[src/rtl/core/l34ck_pkg.sv]
// ----------------------------------------------------------------------------
// l34ck_pkg
// Shared types, codes and helpers for the L3/L4 checksum recompute block.
// ----------------------------------------------------------------------------
package l34ck_pkg;

	// IP protocol numbers handled by the block
	localparam logic [7:0] PR_HDR   = 8'd0;
	localparam logic [7:0] PR_ICMP  = 8'd1;
	localparam logic [7:0] PR_TCP   = 8'd6;
	localparam logic [7:0] PR_UDP   = 8'd17;
	localparam logic [7:0] PR_ICMP6 = 8'd58;

	localparam logic [16:0] POS_MAX      = 17'h1FFFF;
	localparam logic [5:0]  V6_HDR_BYTES = 6'd40;
	localparam logic [6:0]  V4_HCS_OFF   = 7'd10;
	localparam logic [3:0]  IP_VER_SIX   = 4'd6;

	// result status
	typedef enum logic [2:0] {
		ST_OK       = 3'd0,
		ST_LEN_BAD  = 3'd1,
		ST_L4_SHORT = 3'd2,
		ST_UNSUP    = 3'd3,
		ST_TRUNC    = 3'd4
	} status_t;

	// one accepted input word
	typedef struct packed {
		logic [7:0]  data;
		logic        first;
		logic        last;
		logic [15:0] len;
		logic [7:0]  hint;
	} in_item_t;

	// packet state snapshot taken at the last byte
	typedef struct packed {
		logic [15:0] sum;
		logic [16:0] count;
		logic        v6;
		logic [5:0]  hl;
		logic [7:0]  proto;
		logic [15:0] len;
		logic        udp_nz;
	} fin_t;

	// one result word
	typedef struct packed {
		logic [15:0] value;
		logic [15:0] offset;
		logic        wr;
		status_t     status;
	} res_t;

	// ones-complement add with end-around carry
	function automatic logic [15:0] add1c(input logic [15:0] a, input logic [15:0] b);
		logic [16:0] t;
		t = {1'b0, a} + {1'b0, b};
		return t[15:0] + {15'b0, t[16]};
	endfunction

	function automatic logic is_l4(input logic [7:0] p);
		return (p == PR_ICMP) || (p == PR_TCP) || (p == PR_UDP) || (p == PR_ICMP6);
	endfunction

	// checksum field offset for a protocol with a field
	function automatic logic [6:0] fld_off(input logic [7:0] p, input logic [5:0] hl);
		logic [6:0] r;
		case (p)
			PR_TCP:   r = {1'b0, hl} + 7'd16;
			PR_UDP:   r = {1'b0, hl} + 7'd6;
			PR_ICMP,
			PR_ICMP6: r = {1'b0, hl} + 7'd2;
			default:  r = V4_HCS_OFF;
		endcase
		return r;
	endfunction

endpackage

[src/rtl/core/l3_l4_checksum_recompute.sv]
// ----------------------------------------------------------------------------
// l3_l4_checksum_recompute
// Streaming IP header / TCP / UDP / ICMP / ICMPv6 checksum recompute.
// ----------------------------------------------------------------------------
// Throughput: one byte per cycle unless a last byte waits for the snapshot stage;
//   each byte costs one pass of the accumulator.
// Path: input register, accumulate and snapshot, finish into the output register.
// Reset: arst_n clears the pipeline valids and the packet state at once;
//   the first byte after reset starts a packet.
module l3_l4_checksum_recompute (
	input  logic        clk,
	input  logic        arst_n,
	input  logic        in_valid,
	output logic        in_ready,
	input  logic [7:0]  data_byte,
	input  logic        first_byte,
	input  logic        last_byte,
	input  logic [15:0] l4_length,
	input  logic [7:0]  proto_hint,
	output logic        out_valid,
	input  logic        out_ready,
	output logic [15:0] checksum_value,
	output logic [15:0] write_offset,
	output logic        write_valid,
	output logic [2:0]  status_code
);

	l34ck_pkg::in_item_t item_s1;
	logic                v_s1;
	l34ck_pkg::fin_t     fin;
	l34ck_pkg::fin_t     fin_s2;
	logic                v_s2;
	l34ck_pkg::res_t     res;
	l34ck_pkg::res_t     res_q;
	logic                out_load;
	logic                s2_free;
	logic                go;

	// stage handshake
	assign out_load = v_s2 && (!out_valid || out_ready);
	assign s2_free  = !v_s2 || out_load;
	assign go       = v_s1 && (!item_s1.last || s2_free);
	assign in_ready = !v_s1 || go;

	// valids
	always_ff @(posedge clk or negedge arst_n) begin
		if (!arst_n) begin
			v_s1      <= 1'b0;
			v_s2      <= 1'b0;
			out_valid <= 1'b0;
		end else begin
			if (in_valid && in_ready) begin
				v_s1 <= 1'b1;
			end else if (go) begin
				v_s1 <= 1'b0;
			end
			if (go && item_s1.last) begin
				v_s2 <= 1'b1;
			end else if (out_load) begin
				v_s2 <= 1'b0;
			end
			if (out_load) begin
				out_valid <= 1'b1;
			end else if (out_ready) begin
				out_valid <= 1'b0;
			end
		end
	end

	// payload registers
	always_ff @(posedge clk) begin
		if (in_valid && in_ready) begin
			item_s1.data  <= data_byte;
			item_s1.first <= first_byte;
			item_s1.last  <= last_byte;
			item_s1.len   <= l4_length;
			item_s1.hint  <= proto_hint;
		end
		if (go && item_s1.last) begin
			fin_s2 <= fin;
		end
		if (out_load) begin
			res_q <= res;
		end
	end

	l34ck_accum u_accum (
		.clk    (clk),
		.arst_n (arst_n),
		.go     (go),
		.item   (item_s1),
		.fin    (fin)
	);

	l34ck_finish u_finish (
		.fin (fin_s2),
		.res (res)
	);

	// result word
	assign checksum_value = res_q.value;
	assign write_offset   = res_q.offset;
	assign write_valid    = res_q.wr;
	assign status_code    = res_q.status;

	// checks
	a_ready_only_when_full: assert property (@(posedge clk) disable iff (!arst_n)
		!in_ready |-> v_s1)
		else $error("input stalled with empty input register");

	a_no_write_zero_fields: assert property (@(posedge clk) disable iff (!arst_n)
		out_valid && !write_valid |-> (checksum_value == 16'd0) && (write_offset == 16'd0))
		else $error("unwritten result carries nonzero fields");

	a_write_only_ok: assert property (@(posedge clk) disable iff (!arst_n)
		out_valid && write_valid |-> (status_code == 3'(l34ck_pkg::ST_OK)))
		else $error("write requested with error status");

	a_s2_held: assert property (@(posedge clk) disable iff (!arst_n)
		v_s2 && out_valid && !out_ready |=> v_s2)
		else $error("snapshot lost while output stalled");

endmodule

[src/rtl/core/l34ck_accum.sv]
// ----------------------------------------------------------------------------
// l34ck_accum
// Per-byte packet tracking and ones-complement accumulation.
// ----------------------------------------------------------------------------
module l34ck_accum (
	input  logic                clk,
	input  logic                arst_n,
	input  logic                go,
	input  l34ck_pkg::in_item_t item,
	output l34ck_pkg::fin_t     fin
);

	logic [15:0] sum_q;
	logic [16:0] pos_q;
	logic        v6_q;
	logic [5:0]  hl_q;
	logic [7:0]  proto_q;
	logic [15:0] len_q;
	logic        udp_nz_q;

	logic        start;
	logic        v6_e;
	logic [5:0]  hl_e;
	logic [7:0]  proto_e;
	logic [15:0] len_e;
	logic [15:0] sum_e;
	logic        udp_nz_e;
	logic [16:0] p;
	logic [16:0] end_pos;
	logic        has_off;
	logic [6:0]  off;
	logic        in_field;
	logic [7:0]  b;
	logic [15:0] word;
	logic        r_hdr;
	logic        r_l4;
	logic [15:0] sum_a;
	logic [15:0] sum_b;
	logic [16:0] pos_nx;

	// packet start and per-packet fields for this byte
	always_comb begin
		start    = item.first || (pos_q == '0);
		p        = start ? '0 : pos_q;
		v6_e     = start ? (item.data[7:4] == l34ck_pkg::IP_VER_SIX) : v6_q;
		hl_e     = start ? (v6_e ? l34ck_pkg::V6_HDR_BYTES : {item.data[3:0], 2'b00}) : hl_q;
		len_e    = start ? item.len : len_q;
		sum_e    = start ? '0 : sum_q;
		if (start) begin
			proto_e = v6_e ? l34ck_pkg::PR_HDR : item.hint;
		end else begin
			proto_e = proto_q;
		end
		// IPv6 next header byte
		if (v6_e && (p == 17'd6)) begin
			proto_e = item.data;
		end
		end_pos = {11'b0, hl_e} + {1'b0, len_e};
	end

	// old checksum field reads as zero
	always_comb begin
		has_off  = l34ck_pkg::is_l4(proto_e) || ((proto_e == l34ck_pkg::PR_HDR) && !v6_e);
		off      = l34ck_pkg::fld_off(proto_e, hl_e);
		in_field = has_off && ((p == {10'b0, off}) || (p == {10'b0, off} + 17'd1));
		b        = item.data;
		udp_nz_e = start ? 1'b0 : udp_nz_q;
		if (in_field) begin
			if ((proto_e == l34ck_pkg::PR_UDP) && (item.data != 8'd0)) begin
				udp_nz_e = 1'b1;
			end
			b = 8'd0;
		end
		word = p[0] ? {8'b0, b} : {b, 8'b0};
	end

	// regions the byte belongs to; each adds the word once
	always_comb begin
		if (v6_e) begin
			r_hdr = l34ck_pkg::is_l4(proto_e) && (p >= 17'd8) && (p < 17'd40);
		end else begin
			r_hdr = ((proto_e == l34ck_pkg::PR_HDR) && (p < {11'b0, hl_e})) ||
			        (((proto_e == l34ck_pkg::PR_TCP) || (proto_e == l34ck_pkg::PR_UDP)) &&
			         (p >= 17'd12) && (p < 17'd20));
		end
		r_l4   = l34ck_pkg::is_l4(proto_e) && (p >= {11'b0, hl_e}) && (p < end_pos);
		sum_a  = r_hdr ? l34ck_pkg::add1c(sum_e, word) : sum_e;
		sum_b  = r_l4 ? l34ck_pkg::add1c(sum_a, word) : sum_a;
		pos_nx = (p < l34ck_pkg::POS_MAX) ? p + 17'd1 : p;
	end

	// snapshot for the finishing stage
	always_comb begin
		fin.sum    = sum_b;
		fin.count  = pos_nx;
		fin.v6     = v6_e;
		fin.hl     = hl_e;
		fin.proto  = proto_e;
		fin.len    = len_e;
		fin.udp_nz = udp_nz_e;
	end

	// packet state; cleared after the last byte
	always_ff @(posedge clk or negedge arst_n) begin
		if (!arst_n) begin
			sum_q    <= '0;
			pos_q    <= '0;
			v6_q     <= 1'b0;
			hl_q     <= '0;
			proto_q  <= '0;
			len_q    <= '0;
			udp_nz_q <= 1'b0;
		end else if (go) begin
			if (item.last) begin
				sum_q    <= '0;
				pos_q    <= '0;
				v6_q     <= 1'b0;
				hl_q     <= '0;
				proto_q  <= '0;
				len_q    <= '0;
				udp_nz_q <= 1'b0;
			end else begin
				sum_q    <= sum_b;
				pos_q    <= pos_nx;
				v6_q     <= v6_e;
				hl_q     <= hl_e;
				proto_q  <= proto_e;
				len_q    <= len_e;
				udp_nz_q <= udp_nz_e;
			end
		end
	end

endmodule

[src/rtl/core/l34ck_finish.sv]
// ----------------------------------------------------------------------------
// l34ck_finish
// Status decision and final checksum from the end-of-packet snapshot.
// ----------------------------------------------------------------------------
module l34ck_finish (
	input  l34ck_pkg::fin_t fin,
	output l34ck_pkg::res_t res
);

	logic [16:0] end_pos;
	logic [15:0] min_len;
	logic [15:0] s_a;
	logic [15:0] s_b;
	logic [15:0] s_f;
	logic [15:0] val;

	// pseudo-header protocol and length words (not for ICMP), final value, minimum L4 length
	always_comb begin
		end_pos = {11'b0, fin.hl} + {1'b0, fin.len};
		s_a     = l34ck_pkg::add1c(fin.sum, {8'b0, fin.proto});
		s_b     = l34ck_pkg::add1c(s_a, fin.len);
		s_f     = (fin.proto != l34ck_pkg::PR_ICMP) ? s_b : fin.sum;
		val     = ~s_f;
		if ((fin.proto == l34ck_pkg::PR_UDP) && (val == 16'd0)) begin
			val = 16'hFFFF;
		end
		case (fin.proto)
			l34ck_pkg::PR_TCP: min_len = 16'd20;
			l34ck_pkg::PR_UDP: min_len = 16'd8;
			default:           min_len = 16'd4;
		endcase
	end

	// status in priority order
	always_comb begin
		res.value  = '0;
		res.offset = '0;
		res.wr     = 1'b0;
		res.status = l34ck_pkg::ST_OK;
		if ((fin.len < 16'd20) || (fin.v6 && (fin.len < 16'd40))) begin
			res.status = l34ck_pkg::ST_LEN_BAD;
		end else if (fin.v6 && (fin.count < 17'd7)) begin
			res.status = l34ck_pkg::ST_TRUNC;
		end else if (fin.proto == l34ck_pkg::PR_HDR) begin
			if (!fin.v6) begin
				if (fin.count < {11'b0, fin.hl}) begin
					res.status = l34ck_pkg::ST_TRUNC;
				end else begin
					res.value  = ~fin.sum;
					res.offset = {9'b0, l34ck_pkg::V4_HCS_OFF};
					res.wr     = 1'b1;
				end
			end
		end else if (!l34ck_pkg::is_l4(fin.proto)) begin
			res.status = l34ck_pkg::ST_UNSUP;
		end else if (fin.len < min_len) begin
			res.status = l34ck_pkg::ST_L4_SHORT;
		end else if (fin.count < end_pos) begin
			res.status = l34ck_pkg::ST_TRUNC;
		end else if (!((fin.proto == l34ck_pkg::PR_UDP) && !fin.udp_nz)) begin
			res.value  = val;
			res.offset = {9'b0, l34ck_pkg::fld_off(fin.proto, fin.hl)};
			res.wr     = 1'b1;
		end
	end

endmodule

[config.mk]
export PLATFORM = sky130hd
export DESIGN_NAME = l3_l4_checksum_recompute
export DESIGN_NICKNAME = d
export VERILOG_FILES = /design/src/rtl/core/l34ck_pkg.sv /design/src/rtl/core/l3_l4_checksum_recompute.sv /design/src/rtl/core/l34ck_accum.sv /design/src/rtl/core/l34ck_finish.sv
export SDC_FILE = /design/constraint.sdc
export NUM_CORES = 1
export LEC_CHECK = 0
export BUFFER_PORTS_ARGS = -buffer_cell sky130_fd_sc_hd__buf_4
export CAP_MARGIN = 15
export CORE_UTILIZATION = 40
export DETAILED_ROUTE_END_ITERATION = 8
export GPL_ROUTABILITY_DRIVEN = 0
export PLACE_DENSITY = 0.62
export SYNTH_ARGS = -nofsm -noshare
export SYNTH_HDL_FRONTEND = slang
export SYNTH_SLANG_ARGS = --single-unit
[constraint.sdc]
create_clock -name clk -period 11.3 [get_ports clk]
set_input_delay 0.565 -clock clk [delete_from_list [all_inputs] [get_ports clk]]
set_output_delay 0.565 -clock clk [all_outputs]
set_load 0.02 [all_outputs]
; ---- Yosys cells after proc, flatten, opt, wreduce, memory -nomap -nowiden
; Cells that the tools add are included.
[classes]
add_sub_neg = 18
magnitude_cmp = 14
eq_ne = 13
n_mux = 48
n_bitwise = 2
reduce_logical = 52
[op_table]
columns = cell, n
row1 = two-way mux 33 bit, 5
row2 = two-way mux 16 bit, 9
row3 = two-way mux 36 bit, 2
row4 = adder 16 x 1 -> 16 bit, 4
row5 = adder 16 x 16 -> 17 bit, 3
row6 = two-way mux 17 bit, 3
row7 = one-hot mux 7 bit (3 select lines), 2
row8 = two-way mux 8 bit, 5
row9 = adder 6 x 16 -> 17 bit, 2
row10 = ">= comparator 17 x 4 -> 1 bit, second input constant", 2
row11 = less-than comparator 17 bit, 2
row12 = less-than comparator 17 x 6 -> 1 bit, 2
row13 = NOT 16 bit, 2
row14 = logical AND 1 bit, 19
row15 = two-way mux 6 bit, 3
row16 = adder 16 x 8 -> 17 bit, 1
row17 = "adder 17 x 1 -> 17 bit, second input constant", 1
row18 = == test 17 bit, 1
row19 = "== test 17 x 3 -> 1 bit, second input constant", 1
row20 = == test 17 x 7 -> 1 bit, 1
row21 = >= comparator 17 x 6 -> 1 bit, 1
row22 = logical NOT 17 bit, 1
row23 = "less-than comparator 17 bit, second input constant", 1
row24 = "less-than comparator 17 x 3 -> 1 bit, second input constant", 1
row25 = other kinds (25), 73
[word_totals]
register_bits = 203

; ---- Longest topological paths before layout
[logic_depth]
ltp_word = 22
depth_mapped = 66

; ---- Cells and area by module
; A second synthesis with hierarchy kept.
[hier_totals]
hier_cells = 1892
area_unflattened_um2 = 17498.0
[by_module_without_submodules]
columns = module, n_inst, cells_each, area_each_um2
row1 = l34ck_accum, 1, 1171, 9236.4
row2 = l3_l4_checksum_recompute, 1, 151, 4212.8
row3 = l34ck_finish, 1, 570, 4048.9

; ---- Worst setup path after synthesis
; No wires, ideal clock.
[synth_timing]
path_kind = reg2reg
startpoint = reg item_s1[25] (netlist bit)
endpoint = reg u_accum.sum_q[15]
setup_ps = 120
arrival_time_ps = 12014
required_time_ps = 11180
path_slack_ps = -834
stages_incl_launch_ff = 62
n_path_buf = 2
cell_sequence = edfxtp_1 > buf_2 > buf_1 > nor2b_1 > ha_1 > nand3_1 > or4b_1 > o221a_1 > o2bb2ai_2 > or3_4 > nor2_2 > a21oi_1 > ha_1 > a21o_1 > nand2_1 > mux2i_1 > xnor2_1 > o21ai_0 > (+26 left out) > o21a_1 > o21ai_0 > a211o_1 > a31oi_1 > o21ai_0 > a21oi_1 > a21o_1 > a21o_1 > ha_1 > nand4_1 > nor4bb_1 > nand3_1 > nor4_1 > nand4_1 > xnor2_1 > xnor2_1 > mux2_2 > a31o_1
[synth_lines]
columns = item, line
row1 = from (decl), l3_l4_checksum_recompute.sv:28  ; l34ck_pkg::in_item_t item_s1;
row2 = to (signal assigned), l34ck_accum.sv:123  ; sum_q <= sum_b;
row3 = to (decl), l34ck_accum.sv:13  ; logic [15:0] sum_q;

==> reports/metrics.csv <==
stage;metric;value;unit
synthesis;synth_area_leader_cell;edfxtp_1;
critical_path;reg2reg_slack;-0.30;ns
route;drtIter0Drc;1072;
timing;worst_slew_pin_slew;0.978;ns
critical_path;worstSetupStartpointType;flip-flop;
final_layout;seqCellArea;5490;um^2
global_route;overflow;0;
final_layout;fill_cells;3479;
synthesis;synth_top_area_share;24.6;%
floorplan;die_y;198;um
final_layout;multi_input_area;9780;um^2
route;routed_wl;45200;um
timing;fin_ws;-0.295;ns
final_layout;drive_gt1_share;23.8;%
timing;drv_slew;0;
synthesis;yosys_warnings;0;
clocking;h-tree-depth;4;
min_path;min_path_type;in -> reg;
place;place_area;17700;um^2
final_layout;final_cells;2370;
global_route;grtUsageMet3;3.53;%
floorplan;initial_core_util;40.7;%
synthesis;synth_ff_type;edfxtp_1;
place;hpwl;35200;um
critical_path;cp_max_fo;3;
clocking;cts_made_buffers;17;
critical_path;path_delay_family;simple AND/OR/NAND/NOR gates;
critical_path;cpMostUsedCell;ha_4;
floorplan;rows;71;
clocking;cts-root-buf;clkbuf_16;
job;maxCapViolCount;0;
synthesis;syn_area_per_cell;9.58;um^2
clocking;cts_buffer_depth;2;
clocking;clkTransAtPathRegs;0.08;ns
critical_path;cp.arrival;11.94;ns
floorplan;core_area;37800;um^2
timing;timing.final.crit_share;103;%
synthesis;syn_inst;1606;
critical_path;cpPeakStageDelay;0.48;ns
place;io_buffers;66;
global_route;grt_pass1_vias;13000;
floorplan;ios;76;
timing;finalCriticalPeriod;11.60;ns
power;power_leakage;0.00824;uW
floorplan;die_w;198;um
final_layout;utilization;50.0;%
clocking;cts.sinks;194;
timing;hold_viol;0;
global_route;grt_pass1_wl;70600;um
global_route;grt_max_degree;68;
final_layout;final_nets;2019;
global_route;grt_antenna_before_repair;1;
critical_path;cp_num_buf_inv;3;
timing;max_freq;86.2;MHz
critical_path;cp-end-kind;flip-flop;
route;vias;13300;
synthesis;ys_seq_area_share;35.7;%
synthesis;ys_ff_latch;194;
route;via_per_inst;5.61;
timing;rsz0062_at_grt;yes;
global_route;use_met1;31.6;%
timing;clock_skew;0.0177;ns
place;dp.cells;2310;
power;power.density;108;nW/um^2
global_route;grt_use_total;23.4;%
power;vdd_drop_max;0.000109;V
critical_path;cpMaxStageDelayCell;or4b_1;
critical_path;worstSetupPathType;reg -> reg;
global_route;gr-max-usage-layer;met2;
synthesis;ys_async_sr_fraction;35.1;%
synthesis;syn_area;15400;um^2
timing;slew_headroom;34.8;%
floorplan;dieArea;39200;um^2
global_route;met2_usage;38.0;%
timing;setup_violations;11;
outcome;outcome;complete, but fails checks;
route;dr.pass1.iters;5;
clocking;clock_latency;0.47;ns
critical_path;required;11.65;ns
outcome;violations;setup timing;
clocking;cts_tree;built;
final_layout;design_area;18900;um^2
route;drc;0;
synthesis;synth_area_leaders;edfxtp_1 (25%), dfrtp_1 (11%), ha_1 (10%);
synthesis;synth.distinct_cells;103;
route;wl_per_cell;19.1;um
route;ant_nets;0;
synthesis;synth_edf_count;126;
final_layout;syn2layout_area_growth;22.7;%
timing;fin_hold_ws;0.272;ns
## cell families (layout without fill, tap and decap cells)
logic type                 after synthesis  in the layout  share of synthesized area [%]
adders and majority gates              138            138                           11.6
and+or+nand+nor                        546            546                           18.9
AOI/OAI and AO/OA                      387            387                           17.6
DFF                                    194            194                           35.7
buffers and inverters                  146            390                           4.12
other                                    1             10                         0.0244
muxes                                   54             54                           4.08
xor gates and xnor gates               140            140                           8.06
## sequential cells by signal, indices dropped and copies added (netlist names), 6 cells and up
signal and flops:
u_accum.hl_q 6, write_offset 7, u_accum.len_q 16, u_accum.sum_q 16, item_s1 34, checksum_value 16, u_accum.proto_q 8, u_accum.pos_q 17
fin_s2 65
## metrics by stage
| stage | setup TNS (ns) | setup slack [ns] | total power (uW) |
|---|---|---|---|
| 2_1_floorplan | -0.229 | -0.126 | 1220 |
| 3_3_place_gp | -0.429 | -0.148 | 1390 |
| 3_5_place_dp | -3.04 | -0.477 | 1410 |
| 4_1_cts | -0.274 | -0.0944 | 2040 |
| 5_1_grt | -10.03 | -0.818 | 2140 |
| 6_report | -1.92 | -0.295 | 2040 |
## cell usage after synthesis, types with 12 or more instances
cell,instances
dfrtp_1,68
xnor2_1,90
nand2_1,139
o211ai_1,27
and2_1,45
mux2_2,23
a22o_1,38
nor3_1,40
xor2_1,49
mux2i_1,21
nand2b_1,24
a21oi_1,79
a21o_1,29
edfxtp_1,126
clkbuf_1,35
o21a_1,18
inv_1,85
nor2_1,86
o21bai_1,12
nand3_1,53
o21ai_0,78
ha_1,128
nor4_1,13
nand4_1,20
nor2b_1,30
and3_1,24
## report_power, final
| part | internal, uW | leakage, uW | switching (uW) | total, uW |
|---|---|---|---|---|
| Combinational | 238 | 0.00583 | 341 | 579 |
| Clock | 336 | 0.000285 | 290 | 626 |
| Sequential | 804 | 0.00212 | 34.1 | 838 |
## worst paths after layout
| check | start | endpoint | depth (start not counted) |
|---|---|---|---|
| min | last_byte | item_s1[24] | 1 |
| min in group asynchronous | arst_n | u_accum.len_q[13] | 2 |
| min reg2reg | u_accum.len_q[13] | u_accum.len_q[13] | 2 |
| max reg2reg | item_s1[25] | u_accum.sum_q[15] | 61 |
| max | item_s1[25] | u_accum.sum_q[15] | 61 |
| max in group asynchronous | arst_n | u_accum.sum_q[14] | 3 |
## per-layer routing
layer  routed length (um)  share of wire [%]
met3                 2300                5.1
met5                    0                  0
met1                20700                 46
met4                 1260                2.8
met2                21000                 46
## placed cells by master (no fill, tap or decap), types with 34 or more instances in the layout
cell	count
nand3_1	51
xor2_1	48
o21ai_0	72
xnor2_1	87
buf_4	267
a22o_1	38
and2_1	41
nor3_1	34
inv_1	84
ha_1	117
a21oi_1	74
nor2_1	82
edfxtp_1	126
dfrtp_1	68
nand2_1	135
## area by class of cell
cell class              count  share of cell area (%)
diodes                      1                  0.0133
clock buffers              19                    2.35
clock inverters            13                   0.782
inverters                  87                    1.73
multi-input cells        1274                    51.8
flip-flops and latches    194                    29.1
well taps                 511                    3.39
repair buffers            271                    10.9
## repair_timing
| item | 4_1_cts | 5_1_grt |
|---|---|---|
| gates resized for setup | 31 | 22 |
| buffers inserted | 19 | 7 |
| hold buffers | 1 | 0 |
| endpoints found under the setup margin | 14 | 24 |
| hold endpoints to repair | 3 | 0 |
| gates cloned | 0 | 0 |
| pin swaps | 51 | 36 |
No activity file was read; power rests on OpenSTA's default activity.
